## config.mk

```make
export PLATFORM = sky130hd
export DESIGN_NAME = adc_oversample_break_detect_sequencer
export DESIGN_NICKNAME = d
export VERILOG_FILES = /design/src/hw/rtl/aobd_pkg.sv /design/src/hw/rtl/adc_oversample_break_detect_sequencer.sv /design/src/hw/rtl/aobd_lane.sv /design/src/hw/rtl/aobd_ctrl.sv /design/src/hw/rtl/aobd_skid.sv
export SDC_FILE = /design/constraint.sdc
export NUM_CORES = 1
export LEC_CHECK = 0
export ABC_AREA = 1
export CAP_MARGIN = 20
export CELL_PAD_IN_SITES_DETAIL_PLACEMENT = 1
export CELL_PAD_IN_SITES_GLOBAL_PLACEMENT = 1
export CORE_ASPECT_RATIO = 1.25
export CORE_UTILIZATION = 47
export DETAILED_ROUTE_END_ITERATION = 8
export DONT_BUFFER_PORTS = 1
export PLACE_DENSITY_LB_ADDON = 0.1
export SETUP_SLACK_MARGIN = 0.2
export SYNTH_ARGS = -nofsm -noshare
export SYNTH_HDL_FRONTEND = slang
export SYNTH_HIERARCHICAL = 1
export SYNTH_SLANG_ARGS = --single-unit
```

## constraint.sdc

```tcl
create_clock -name clk -period 10.4 [get_ports clk]
set_input_delay 1.04 -clock clk [delete_from_list [all_inputs] [get_ports clk]]
set_output_delay 1.04 -clock clk [all_outputs]
set_load 0.01 [all_outputs]
```

## src/hw/rtl/aobd_pkg.sv

```systemverilog
// Package for the converter oversampling and wire-break sequencer.
// Holds field widths, stream packing offsets, phase/action/register codes and lane control type.
// No dependencies.
package aobd_pkg;

  // Field widths
  localparam int CHANNELS    = 4;
  localparam int SAMPLE_BITS = 24;
  localparam int SUM_BITS    = 27;
  localparam int TIMER_BITS  = 8;
  localparam int COUNT_BITS  = 4;
  localparam int CFG_ADDR_W  = 2;
  localparam int CFG_DATA_W  = 24;

  // Input stream packing: tick, ready_low, then the samples
  localparam int IN_FIELD_BITS = 2 + CHANNELS * SAMPLE_BITS;
  localparam int IN_DATA_W     = ((IN_FIELD_BITS + 7) / 8) * 8;
  localparam int IN_SAMPLE_LSB = 2;

  // Output stream packing: action, sums_valid, sums, break_flags, current_on, phase
  localparam int OUT_FIELD_BITS = 2 + 1 + CHANNELS * SUM_BITS + CHANNELS + 1 + 2;
  localparam int OUT_DATA_W     = ((OUT_FIELD_BITS + 7) / 8) * 8;

  // Configuration reset values
  localparam logic [SAMPLE_BITS-1:0] THRESHOLD_RST = 24'hC0_0000;
  localparam logic [COUNT_BITS-1:0]  SPS_RST       = 4'd8;
  localparam logic [TIMER_BITS-1:0]  TIMEOUT_RST   = 8'd10;
  localparam logic [TIMER_BITS-1:0]  MIN_CONV_RST  = 8'd1;
  localparam logic [TIMER_BITS-1:0]  TIMER_MAX     = 8'hFF;

  typedef enum logic [1:0] {
    PH_MEASURE = 2'd0,
    PH_CHECK   = 2'd1,
    PH_FAIL    = 2'd2
  } phase_t;

  typedef enum logic [1:0] {
    ACT_NONE    = 2'd0,
    ACT_MEASURE = 2'd1,
    ACT_CHECK   = 2'd2,
    ACT_REINIT  = 2'd3
  } action_t;

  typedef enum logic [CFG_ADDR_W-1:0] {
    REG_THRESHOLD = 2'd0,
    REG_SPS       = 2'd1,
    REG_TIMEOUT   = 2'd2,
    REG_MIN_CONV  = 2'd3
  } cfg_reg_t;

  // Per-poll commands from the sequencer to every lane
  typedef struct packed {
    logic step;     // transaction taken, lane state may update
    logic add;      // add sample to accumulator
    logic publish;  // move accumulated sum to published, clear accumulator
    logic check;    // compare sample against break threshold
  } lane_ctrl_t;

endpackage

```

## src/hw/rtl/adc_oversample_break_detect_sequencer.sv

```systemverilog
// Oversampling sequencer for four lockstep converters with wire-break detection. One poll
// transaction in gives one result transaction out. A poll is taken every clock cycle while the
// two-entry output buffer has room; the whole poll (timer update, four parallel lane adds and
// threshold compares, phase decision) is computed combinationally and its result is registered
// in that buffer. The configuration port is a plain write port and should only be written
// while idle. Depends on aobd_pkg, aobd_ctrl, aobd_lane and aobd_skid.
module adc_oversample_break_detect_sequencer
  import aobd_pkg::*;
(
  input  logic                  clk,
  input  logic                  rst_n,
  // Configuration write port
  input  logic                  cfg_wr_en,
  input  logic [CFG_ADDR_W-1:0] cfg_addr,
  input  logic [CFG_DATA_W-1:0] cfg_wdata,
  // Poll stream
  input  logic                  in_tvalid,
  output logic                  in_tready,
  // tick, ready_low, sample_a, sample_b, sample_c, sample_d (lowest first)
  input  logic [IN_DATA_W-1:0]  in_tdata,
  // Result stream
  output logic                  out_tvalid,
  input  logic                  out_tready,
  // action, sums_valid, sum_a, sum_b, sum_c, sum_d, break_flags, current_on, phase
  output logic [OUT_DATA_W-1:0] out_tdata
);

  logic [SAMPLE_BITS-1:0] threshold_r;
  logic [COUNT_BITS-1:0]  sps_r;
  logic [TIMER_BITS-1:0]  timeout_r;
  logic [TIMER_BITS-1:0]  min_conv_r;

  logic                                step;
  lane_ctrl_t                          lane_ctrl;
  action_t                             action;
  logic                                sums_valid;
  logic                                current_nxt;
  phase_t                              phase_nxt;
  logic [CHANNELS-1:0][SUM_BITS-1:0]   pub_nxt;
  logic [CHANNELS-1:0]                 brk_nxt;
  logic [OUT_FIELD_BITS-1:0]           res_fields;
  logic [OUT_DATA_W-1:0]               res_data;

  // Configuration registers
  always_ff @(posedge clk) begin
    if (!rst_n) begin
      threshold_r <= THRESHOLD_RST;
      sps_r       <= SPS_RST;
      timeout_r   <= TIMEOUT_RST;
      min_conv_r  <= MIN_CONV_RST;
    end else if (cfg_wr_en) begin
      case (cfg_reg_t'(cfg_addr))
        REG_THRESHOLD: threshold_r <= cfg_wdata[SAMPLE_BITS-1:0];
        REG_SPS:       sps_r       <= cfg_wdata[COUNT_BITS-1:0];
        REG_TIMEOUT:   timeout_r   <= cfg_wdata[TIMER_BITS-1:0];
        REG_MIN_CONV:  min_conv_r  <= cfg_wdata[TIMER_BITS-1:0];
        default: ;
      endcase
    end
  end

  assign step = in_tvalid && in_tready;

  // Phase sequencer
  aobd_ctrl u_ctrl (
    .clk             (clk),
    .rst_n           (rst_n),
    .step            (step),
    .tick            (in_tdata[0]),
    .ready_low       (in_tdata[1]),
    .samples_per_sum (sps_r),
    .timeout_ticks   (timeout_r),
    .min_conv_ticks  (min_conv_r),
    .lane_ctrl       (lane_ctrl),
    .action          (action),
    .sums_valid      (sums_valid),
    .current_nxt     (current_nxt),
    .phase_nxt       (phase_nxt)
  );

  // One lane per converter channel
  for (genvar i = 0; i < CHANNELS; i++) begin : g_lane
    aobd_lane u_lane (
      .clk       (clk),
      .rst_n     (rst_n),
      .ctrl      (lane_ctrl),
      .sample    (in_tdata[IN_SAMPLE_LSB + i*SAMPLE_BITS +: SAMPLE_BITS]),
      .threshold (threshold_r),
      .pub_nxt   (pub_nxt[i]),
      .brk_nxt   (brk_nxt[i])
    );
  end

  // Merge lane results with sequencer outputs
  assign res_fields = {phase_nxt, current_nxt, brk_nxt, pub_nxt, sums_valid, action};
  assign res_data   = OUT_DATA_W'(res_fields);

  aobd_skid #(
    .WIDTH (OUT_DATA_W)
  ) u_skid (
    .clk       (clk),
    .rst_n     (rst_n),
    .push      (step),
    .push_data (res_data),
    .can_push  (in_tready),
    .out_valid (out_tvalid),
    .out_data  (out_tdata),
    .out_ready (out_tready)
  );

endmodule

```

## src/hw/rtl/aobd_lane.sv

```systemverilog
// One channel lane: saturating accumulator, published sum and break flag.
// Depends on aobd_pkg.
module aobd_lane
  import aobd_pkg::*;
(
  input  logic                   clk,
  input  logic                   rst_n,
  input  lane_ctrl_t             ctrl,
  input  logic [SAMPLE_BITS-1:0] sample,
  input  logic [SAMPLE_BITS-1:0] threshold,
  output logic [SUM_BITS-1:0]    pub_nxt,
  output logic                   brk_nxt
);

  logic [SUM_BITS-1:0] acc_r, acc_nxt;
  logic [SUM_BITS-1:0] pub_r;
  logic                brk_r;
  logic [SUM_BITS:0]   sum_wide;
  logic [SUM_BITS-1:0] sum_sat;

  // Saturating add of the new sample
  assign sum_wide = {1'b0, acc_r} + (SUM_BITS+1)'(sample);
  assign sum_sat  = sum_wide[SUM_BITS] ? {SUM_BITS{1'b1}} : sum_wide[SUM_BITS-1:0];

  // Next lane state
  always_comb begin
    acc_nxt = acc_r;
    pub_nxt = pub_r;
    brk_nxt = brk_r;
    if (ctrl.publish) begin
      pub_nxt = sum_sat;
      acc_nxt = '0;
    end else if (ctrl.add) begin
      acc_nxt = sum_sat;
    end
    if (ctrl.check) begin
      brk_nxt = (sample > threshold);
    end
  end

  always_ff @(posedge clk) begin
    if (!rst_n) begin
      acc_r <= '0;
      pub_r <= '0;
      brk_r <= 1'b0;
    end else if (ctrl.step) begin
      acc_r <= acc_nxt;
      pub_r <= pub_nxt;
      brk_r <= brk_nxt;
    end
  end

endmodule

```

## src/hw/rtl/aobd_ctrl.sv

```systemverilog
// Phase sequencer: tick timers, sample counter, phase machine and excitation enable.
// Depends on aobd_pkg; drives the lane commands.
module aobd_ctrl
  import aobd_pkg::*;
(
  input  logic                  clk,
  input  logic                  rst_n,
  input  logic                  step,
  input  logic                  tick,
  input  logic                  ready_low,
  input  logic [COUNT_BITS-1:0] samples_per_sum,
  input  logic [TIMER_BITS-1:0] timeout_ticks,
  input  logic [TIMER_BITS-1:0] min_conv_ticks,
  output lane_ctrl_t            lane_ctrl,
  output action_t               action,
  output logic                  sums_valid,
  output logic                  current_nxt,
  output phase_t                phase_nxt
);

  phase_t                phase_r;
  logic [COUNT_BITS-1:0] count_r, count_nxt, count_inc;
  logic [TIMER_BITS-1:0] conv_r, conv_nxt, conv_t;
  logic [TIMER_BITS-1:0] tout_r, tout_nxt, tout_t;
  logic                  current_r;
  logic                  conv_ok;
  logic                  last_sample;

  // Timers advance on a tick first, saturating
  assign conv_t = (tick && conv_r != TIMER_MAX) ? conv_r + 1'b1 : conv_r;
  assign tout_t = (tick && tout_r != TIMER_MAX) ? tout_r + 1'b1 : tout_r;

  assign conv_ok     = ready_low && (conv_t >= min_conv_ticks);
  assign count_inc   = count_r + 1'b1;
  assign last_sample = !(count_inc < samples_per_sum);

  // Timer values left by this poll
  always_comb begin
    conv_nxt = conv_t;
    tout_nxt = tout_t;
    case (phase_r)
      PH_MEASURE, PH_CHECK: begin
        if (conv_ok) begin
          conv_nxt = '0;
          tout_nxt = '0;
        end
      end
      default: begin
        conv_nxt = '0;
        tout_nxt = '0;
      end
    endcase
  end

  // Next phase; timeout test sees the timer after any restart
  always_comb begin
    phase_nxt = phase_r;
    case (phase_r)
      PH_MEASURE: begin
        if (conv_ok && last_sample) phase_nxt = PH_CHECK;
        if (tout_nxt >= timeout_ticks) phase_nxt = PH_FAIL;
      end
      PH_CHECK: begin
        if (conv_ok) phase_nxt = PH_MEASURE;
        if (tout_nxt >= timeout_ticks) phase_nxt = PH_FAIL;
      end
      default: phase_nxt = PH_MEASURE;
    endcase
  end

  // Outputs and lane commands
  always_comb begin
    action      = ACT_NONE;
    sums_valid  = 1'b0;
    count_nxt   = count_r;
    current_nxt = current_r;
    lane_ctrl   = '{step: step, add: 1'b0, publish: 1'b0, check: 1'b0};
    case (phase_r)
      PH_MEASURE: begin
        if (conv_ok) begin
          lane_ctrl.add = 1'b1;
          if (last_sample) begin
            lane_ctrl.publish = 1'b1;
            count_nxt         = '0;
            sums_valid        = 1'b1;
            current_nxt       = 1'b1;
            action            = ACT_CHECK;
          end else begin
            count_nxt = count_inc;
            action    = ACT_MEASURE;
          end
        end
      end
      PH_CHECK: begin
        if (conv_ok) begin
          lane_ctrl.check = 1'b1;
          current_nxt     = 1'b0;
          action          = ACT_MEASURE;
        end
      end
      default: begin
        current_nxt = 1'b0;
        action      = ACT_REINIT;
      end
    endcase
  end

  always_ff @(posedge clk) begin
    if (!rst_n) begin
      phase_r   <= PH_MEASURE;
      count_r   <= '0;
      conv_r    <= '0;
      tout_r    <= '0;
      current_r <= 1'b0;
    end else if (step) begin
      phase_r   <= phase_nxt;
      count_r   <= count_nxt;
      conv_r    <= conv_nxt;
      tout_r    <= tout_nxt;
      current_r <= current_nxt;
    end
  end

endmodule

```

## src/hw/rtl/aobd_skid.sv

```systemverilog
// Two-entry output buffer: result register plus skid register.
// Depends on aobd_pkg for the default of WIDTH.
module aobd_skid
  import aobd_pkg::*;
#(
  parameter int WIDTH = OUT_DATA_W
) (
  input  logic             clk,
  input  logic             rst_n,
  input  logic             push,
  input  logic [WIDTH-1:0] push_data,
  output logic             can_push,
  output logic             out_valid,
  output logic [WIDTH-1:0] out_data,
  input  logic             out_ready
);

  logic             main_vld_r, main_vld_nxt;
  logic             skid_vld_r, skid_vld_nxt;
  logic [WIDTH-1:0] main_r, main_nxt;
  logic [WIDTH-1:0] skid_r, skid_nxt;
  logic             main_free;

  assign can_push  = !skid_vld_r;
  assign out_valid = main_vld_r;
  assign out_data  = main_r;
  assign main_free = !main_vld_r || out_ready;

  // Oldest result always sits in the main register
  always_comb begin
    main_vld_nxt = main_vld_r;
    skid_vld_nxt = skid_vld_r;
    main_nxt     = main_r;
    skid_nxt     = skid_r;
    if (main_free) begin
      if (skid_vld_r) begin
        main_nxt     = skid_r;
        main_vld_nxt = 1'b1;
        skid_vld_nxt = 1'b0;
      end else begin
        main_nxt     = push_data;
        main_vld_nxt = push;
      end
    end else if (push) begin
      skid_nxt     = push_data;
      skid_vld_nxt = 1'b1;
    end
  end

  always_ff @(posedge clk) begin
    if (!rst_n) begin
      main_vld_r <= 1'b0;
      skid_vld_r <= 1'b0;
    end else begin
      main_vld_r <= main_vld_nxt;
      skid_vld_r <= skid_vld_nxt;
    end
  end

  always_ff @(posedge clk) begin
    main_r <= main_nxt;
    skid_r <= skid_nxt;
  end

endmodule

```

* Word level (Yosys, flattened, before mapping) *
Cells that the tools add are included.

operators by class
  multiplexer cells = 49
  magnitude comparators = 7
  bitwise operators = 2
  equal/unequal tests = 6
  reduce and logical (&&, ||, !) cells = 21
  $add $sub $neg = 7

operators with widths
  cell                                                                    number
  27-bit two-way mux                                                      16
  118-bit two-way mux                                                     1
  27-bit by 24-bit adder with 28-bit output                               4
  24-bit > comparator                                                     4
  8-bit two-way mux                                                       6
  8-bit by 1-bit adder with 8-bit output (second input constant)          2
  8-bit >= comparator                                                     2
  2-bit two-way mux                                                       8
  8-bit != test (second input constant)                                   2
  1-bit two-way mux                                                       14
  2-bit AND reduction                                                     6
  2-bit case mux with 2 select lines                                      2
  1-bit logical AND                                                       5
  4-bit by 1-bit adder with 4-bit output (second input constant)          1
  2-bit by 1-bit equality test with 1-bit output (second input constant)  2
  2-bit equality test (second input constant)                             2
  2-bit logical NOT                                                       2
  4-bit less-than comparator                                              1
  4-bit two-way mux                                                       1
  2-bit OR reduction                                                      2
  1-bit logical NOT                                                       3
  3-bit AND reduction                                                     1
  1-bit NOT                                                               2
  1-bit case mux with 2 select lines                                      1
  2 further kinds                                                         2

storage, ports and cells
  output and inout port bits = 122
  register bits = 525
  word-level logic and storage cells = 117
  input bits = 135

* Logic depth before layout (Yosys ltp) *
  depth after elaboration = 11
  gate-level depth with buffers = 31
  gate-level depth less buffers = 31

* Cells and area by module *
Netlist, hierarchy kept.

by module, submodules not included
  module                                 instances  area an instance (um^2)  cells each  seq. area each (um^2)
  aobd_lane (g_lane[1].u_lane ...)       2          5114.9                   880         1101.1
  aobd_skid                              1          8839.7                   639         7247.0
  aobd_lane (g_lane[0].u_lane)           1          5107.4                   879         1101.1
  aobd_lane (g_lane[3].u_lane)           1          5101.1                   870         1101.1
  aobd_ctrl                              1          2014.4                   317         460.4
  adc_oversample_break_detect_sequencer  1          1876.8                   282         880.8

* Least setup slack after synthesis *
Ideal clock, no wire load.

  path type = input -> register
  from = input out_tready
  to = register u_skid.skid_r[0] (enable)
  slack = 0.717 ns
  buffers on the path = 0
  data required time = 9.800 ns
  data arrival time = 9.083 ns
  setup time = 0.600 ns
  stages = 3
  cells stage by stage = inv_1 > nand2_1 > nor2_1

between the ends
  word-level cells in the longest chain between the ends = 3

ends and longest elaborated chain
  element                               RTL line                                     source
  from (decl)                           adc_oversample_break_detect_sequencer.sv:23  input logic out_tready,
  1-bit logical OR                      aobd_skid.sv:27                              assign main_free = !main_vld_r || out_ready;
  via u_skid.main_free                  aobd_skid.sv:22                              logic main_free;
  1-bit NOT (no source line)            -
  2-bit AND reduction (no source line)  -
  to (signal assigned)                  aobd_skid.sv:62                              skid_r <= skid_nxt;
  to (decl)                             aobd_skid.sv:21                              logic [WIDTH-1:0] skid_r, skid_nxt;

The timed path passes the listed nets, and every way through them passes these cells.
A chain may end at the register's enable or synchronous reset.

* Worst setup path in the final report *
  from = register u_ctrl.conv_r[1]
  to = register g_lane[1].u_lane.acc_r[18]

between the ends
  word-level cells in the longest chain between the ends = 9
  elaborated cells between the ends (all ways) = 11
  classes of those cells = add/sub (1); order compare (1); eq/ne (1); mux (4); reduce/logical (4)

ends and longest elaborated chain
  element                                                                         RTL line          source
  from (decl)                                                                     aobd_ctrl.sv:23   logic [TIMER_BITS-1:0] conv_r, conv_nxt, conv_t;
  from (signal assigned)                                                          aobd_ctrl.sv:118  conv_r <= conv_nxt;
  branches (longest 2 deep; another with 8-bit by 1-bit adder with 8-bit output)  -
  8-bit two-way mux *                                                             aobd_ctrl.sv:30   assign conv_t = (tick && conv_r != TIMER_MAX) ? conv_r + 1'b1 : conv_r;
  8-bit >= comparator *                                                           aobd_ctrl.sv:33   assign conv_ok = ready_low && (conv_t >= min_conv_ticks);
  1-bit logical AND *                                                             aobd_ctrl.sv:33
  2-bit two-way mux *                                                             aobd_ctrl.sv:80   if (conv_ok) begin
  2-bit two-way mux *                                                             aobd_ctrl.sv:78   case (phase_r)
  2-bit nonzero test (no source line)                                             -
  2-bit AND reduction (no source line)                                            -
  to (signal assigned)                                                            aobd_lane.sv:47   acc_r <= acc_nxt;
  to (decl)                                                                       aobd_lane.sv:15   logic [SUM_BITS-1:0] acc_r, acc_nxt;

Every way passes the cells marked *.

==> impl_metrics.json <==
{
  "outcome": "finished clean",
  "finalNetCount": 5030,
  "ir_drop_mv": 0.130,
  "vias": 29400,
  "crit_arrival_ps": 5990,
  "ctsRootBufferMaster": "clkbuf_16",
  "drv_slew": 0,
  "worst_slew_pin_slew_ps": 1170,
  "maxCapViolCount": 0,
  "cp_data_required_time_ps": 10900,
  "drt_iter0_drc": 1412,
  "dp_hpwl_um": 81800,
  "initial_core_util_pct": 47.7,
  "fin_crit_ps": 5490,
  "die_height_um": 299,
  "viasPerCell": 5.19,
  "yosys_warnings": 6,
  "drt-pass1-iter-count": 5,
  "grt_util_met2_pct": 53.5,
  "grt_max_degree": 148,
  "cts_sinks": 529,
  "crit_buf_inv": 7,
  "max_freq_ghz": 0.182,
  "syn_inst": 4747,
  "n_fill_cell": 9153,
  "synth_top_area_cell": "edfxtp_1",
  "synth_common_cells": "1753 x nand2_1, 734 x inv_1, 340 x a21oi_1",
  "wl_um": 107000,
  "ant_nets": 0,
  "place_congestion": 0.951,
  "syn_area_per_cell_um2": 6.99,
  "syn_to_final_growth_pct": 7.40,
  "cts_setup_buffers": 0,
  "layout-drive-gt1-share_pct": 5.93,
  "synth_seq_cells": 529,
  "portBuffers": 0,
  "syn_area_um2": 33200,
  "pre_cts_slack_ps": 4860,
  "cts_tree": "done",
  "met1_usage_pct": 35.3,
  "worstReg2RegStart": "u_ctrl/conv_r[1]",
  "async_flop_share_pct": 0,
  "antenna_found_initial": 5,
  "crit_chain": "ha_1 > inv_1 > nor3_4 > nand2_2 > nand2_4 > inv_2 > o21ai_1 > inv_1 > ha_1 > nand2_1 > nor2_1 > nor2_1 > nand2_1 > nand2_1 > nand2_1 > nand4_1 > inv_4 > buf_12 > inv_1 > nand3_1 > clkinv_1 > nand2_1 > a21oi_1",
  "critPathMaxFanout": 122,
  "grt_pass1_wl_um": 167000,
  "finalClockSkew_ps": 32.7,
  "ios": 257,
  "grt_overflow_total": 0,
  "setup_viol": 0,
  "synth-edff-count": 240,
  "rsz0062_at_grt": "no",
  "cts-hold-fix-buffers": 0,
  "coreArea_um2": 69600,
  "final_util_pct": 51.2,
  "synth_cell_types": 44,
  "worstHoldStart": "sps_r[3]",
  "seq_area_frac_synth_pct": 39.2,
  "cpMaxStageDelayCell": "clkinv_1",
  "clk_pin_slew_ps": 60,
  "grt_pass1_vias": 30100,
  "start_kind": "flip-flop",
  "htree_levels": 2,
  "r2r_slack_ps": 4910,
  "clockBufferDepth": 3,
  "cp-end-kind": "flip-flop",
  "fin_ws_ps": 4910,
  "synthTopCellsByArea": "edfxtp_1 22%, nand2_1 20%, dfxtp_1 17%",
  "crit_type": "reg -> reg",
  "remaining_drc_errors": 0,
  "hp-class": "reg -> reg",
  "power.leakage_nw": 17.9,
  "use_met3_pct": 5.88,
  "synth_ff_type": "dfxtp_1",
  "crit_start": "u_ctrl/conv_r[1]",
  "dieArea_um2": 71600,
  "setup_tns_ps": 0,
  "finalInstanceArea_um2": 35600,
  "crit_top_cell": "nand2_1",
  "post_cts_resize_count": 0,
  "die_width_um": 240,
  "cts_made_buffers": 56,
  "timing.final.crit_share_pct": 52.8,
  "timing.slew.headroom_pct": 22.2,
  "num_rows": 108,
  "grt-busiest-layer": "met2",
  "synth.top_cell.area_share_pct": 21.7,
  "crit_family": "buffers and inverters",
  "cpPeakStageDelay_ps": 710,
  "hold_viol_final": 0,
  "power_density_nw_per_um2": 153,
  "grt_usage_pct": 30.0,
  "wl_per_cell_um": 19.0,
  "synth.most_common_cell": "nand2_1",
  "dpl_cell_area_um2": 33700,
  "clk-insertion-delay-late_ps": 650
}
## area by class of cell
cell class / instances / area, µm² / share of cell area [%]
Clock buffer: 71 / 1490 / 4.18
Clock inverter: 35 / 424 / 1.19
Tap cell: 935 / 1170 / 3.28
Timing Repair Buffer: 17 / 153 / 0.428
Sequential cell: 529 / 13000 / 36.5
Antenna cell: 4 / 10.0 / 0.0281
Inverter: 746 / 2810 / 7.90
Multi-Input combinational cell: 3327 / 16600 / 46.5
## stage by stage
stage          hold slack, ps  instances  total power [W]
2_1_floorplan             429       4750          0.00312
3_3_place_gp              451       5554          0.00336
3_5_place_dp              443       5554          0.00339
4_1_cts                   459       5660          0.00551
5_1_grt                   473       5660          0.00570
6_report                  457       5664          0.00545
## cell usage in the layout, fill, tap and decap left out, drive strengths merged, types with 71 or more instances in the layout
master / n
clkbuf: 71
edfxtp: 240
nor2: 326
a21oi: 348
inv: 744
ha: 214
nand3: 244
dfxtp: 289
o21ai: 178
nand2: 1783
## final timing paths
path,endpoint,depth (start not counted)
max,g_lane[1].u_lane/acc_r[18],23
max reg2reg,g_lane[1].u_lane/acc_r[18],23
min reg2reg,sps_r[3],2
min,sps_r[3],2
## layer usage
| metal | wire length [µm] | up-vias |
|---|---|---|
| li1 | - | 14700 |
| met1 | 44200 | 14000 |
| met2 | 53200 | 510 |
| met3 | 5980 | 163 |
| met4 | 4080 | 6 |
| met5 | 41 | - |
## state kept, by name, indices dropped and copies added, names as in the netlist
register	flops
sps_r	4
u_skid/skid_vld_r	1
u_ctrl/current_r	1
min_conv_r	8
u_skid/out_valid	1
threshold_r	24
g_lane.u_lane/brk_r	4
g_lane.u_lane/acc_r	108
u_ctrl/tout_r	8
u_skid/out_data	120
timeout_r	8
u_ctrl/count_r	4
u_ctrl/phase_r	2
u_ctrl/conv_r	8
g_lane.u_lane/pub_r	108
u_skid/skid_r	120
## cells by family (layout without fill, tap and decap cells)
group,count (synthesis),count (layout),synth area share [%]
compound gates,553,553,8.75
xor+xnor,64,64,1.69
fa+ha+maj,218,218,8.31
buf+inv,894,869,11.0
flops,529,529,39.2
other cells,1,8,0.0113
simple gates,2488,2488,31.0
## where the power goes
part           total [W]  switching [W]  internal [W]  leakage [nW]
registers        0.00246       0.000117       0.00234          4.82
logic           0.000891       0.000603      0.000288          12.2
clock network    0.00210       0.000901       0.00120         0.939
total            0.00545        0.00162       0.00383          17.9
## worst reg2reg max path: stages (launching register included)
cell and delay [ps]:
dfxtp_1 380, ha_1 190, inv_1 90, nor3_4 220, nand2_2 90, nand2_4 80
inv_2 110, o21ai_1 140, inv_1 80, ha_1 300, nand2_1 80, nor2_1 140
nor2_1 50, nand2_1 50, nand2_1 50, nand2_1 140, nand4_1 250, inv_4 400
buf_12 380, inv_1 820, nand3_1 200, clkinv_1 710, nand2_1 320, a21oi_1 100
(Power assumes the default switching activity.)
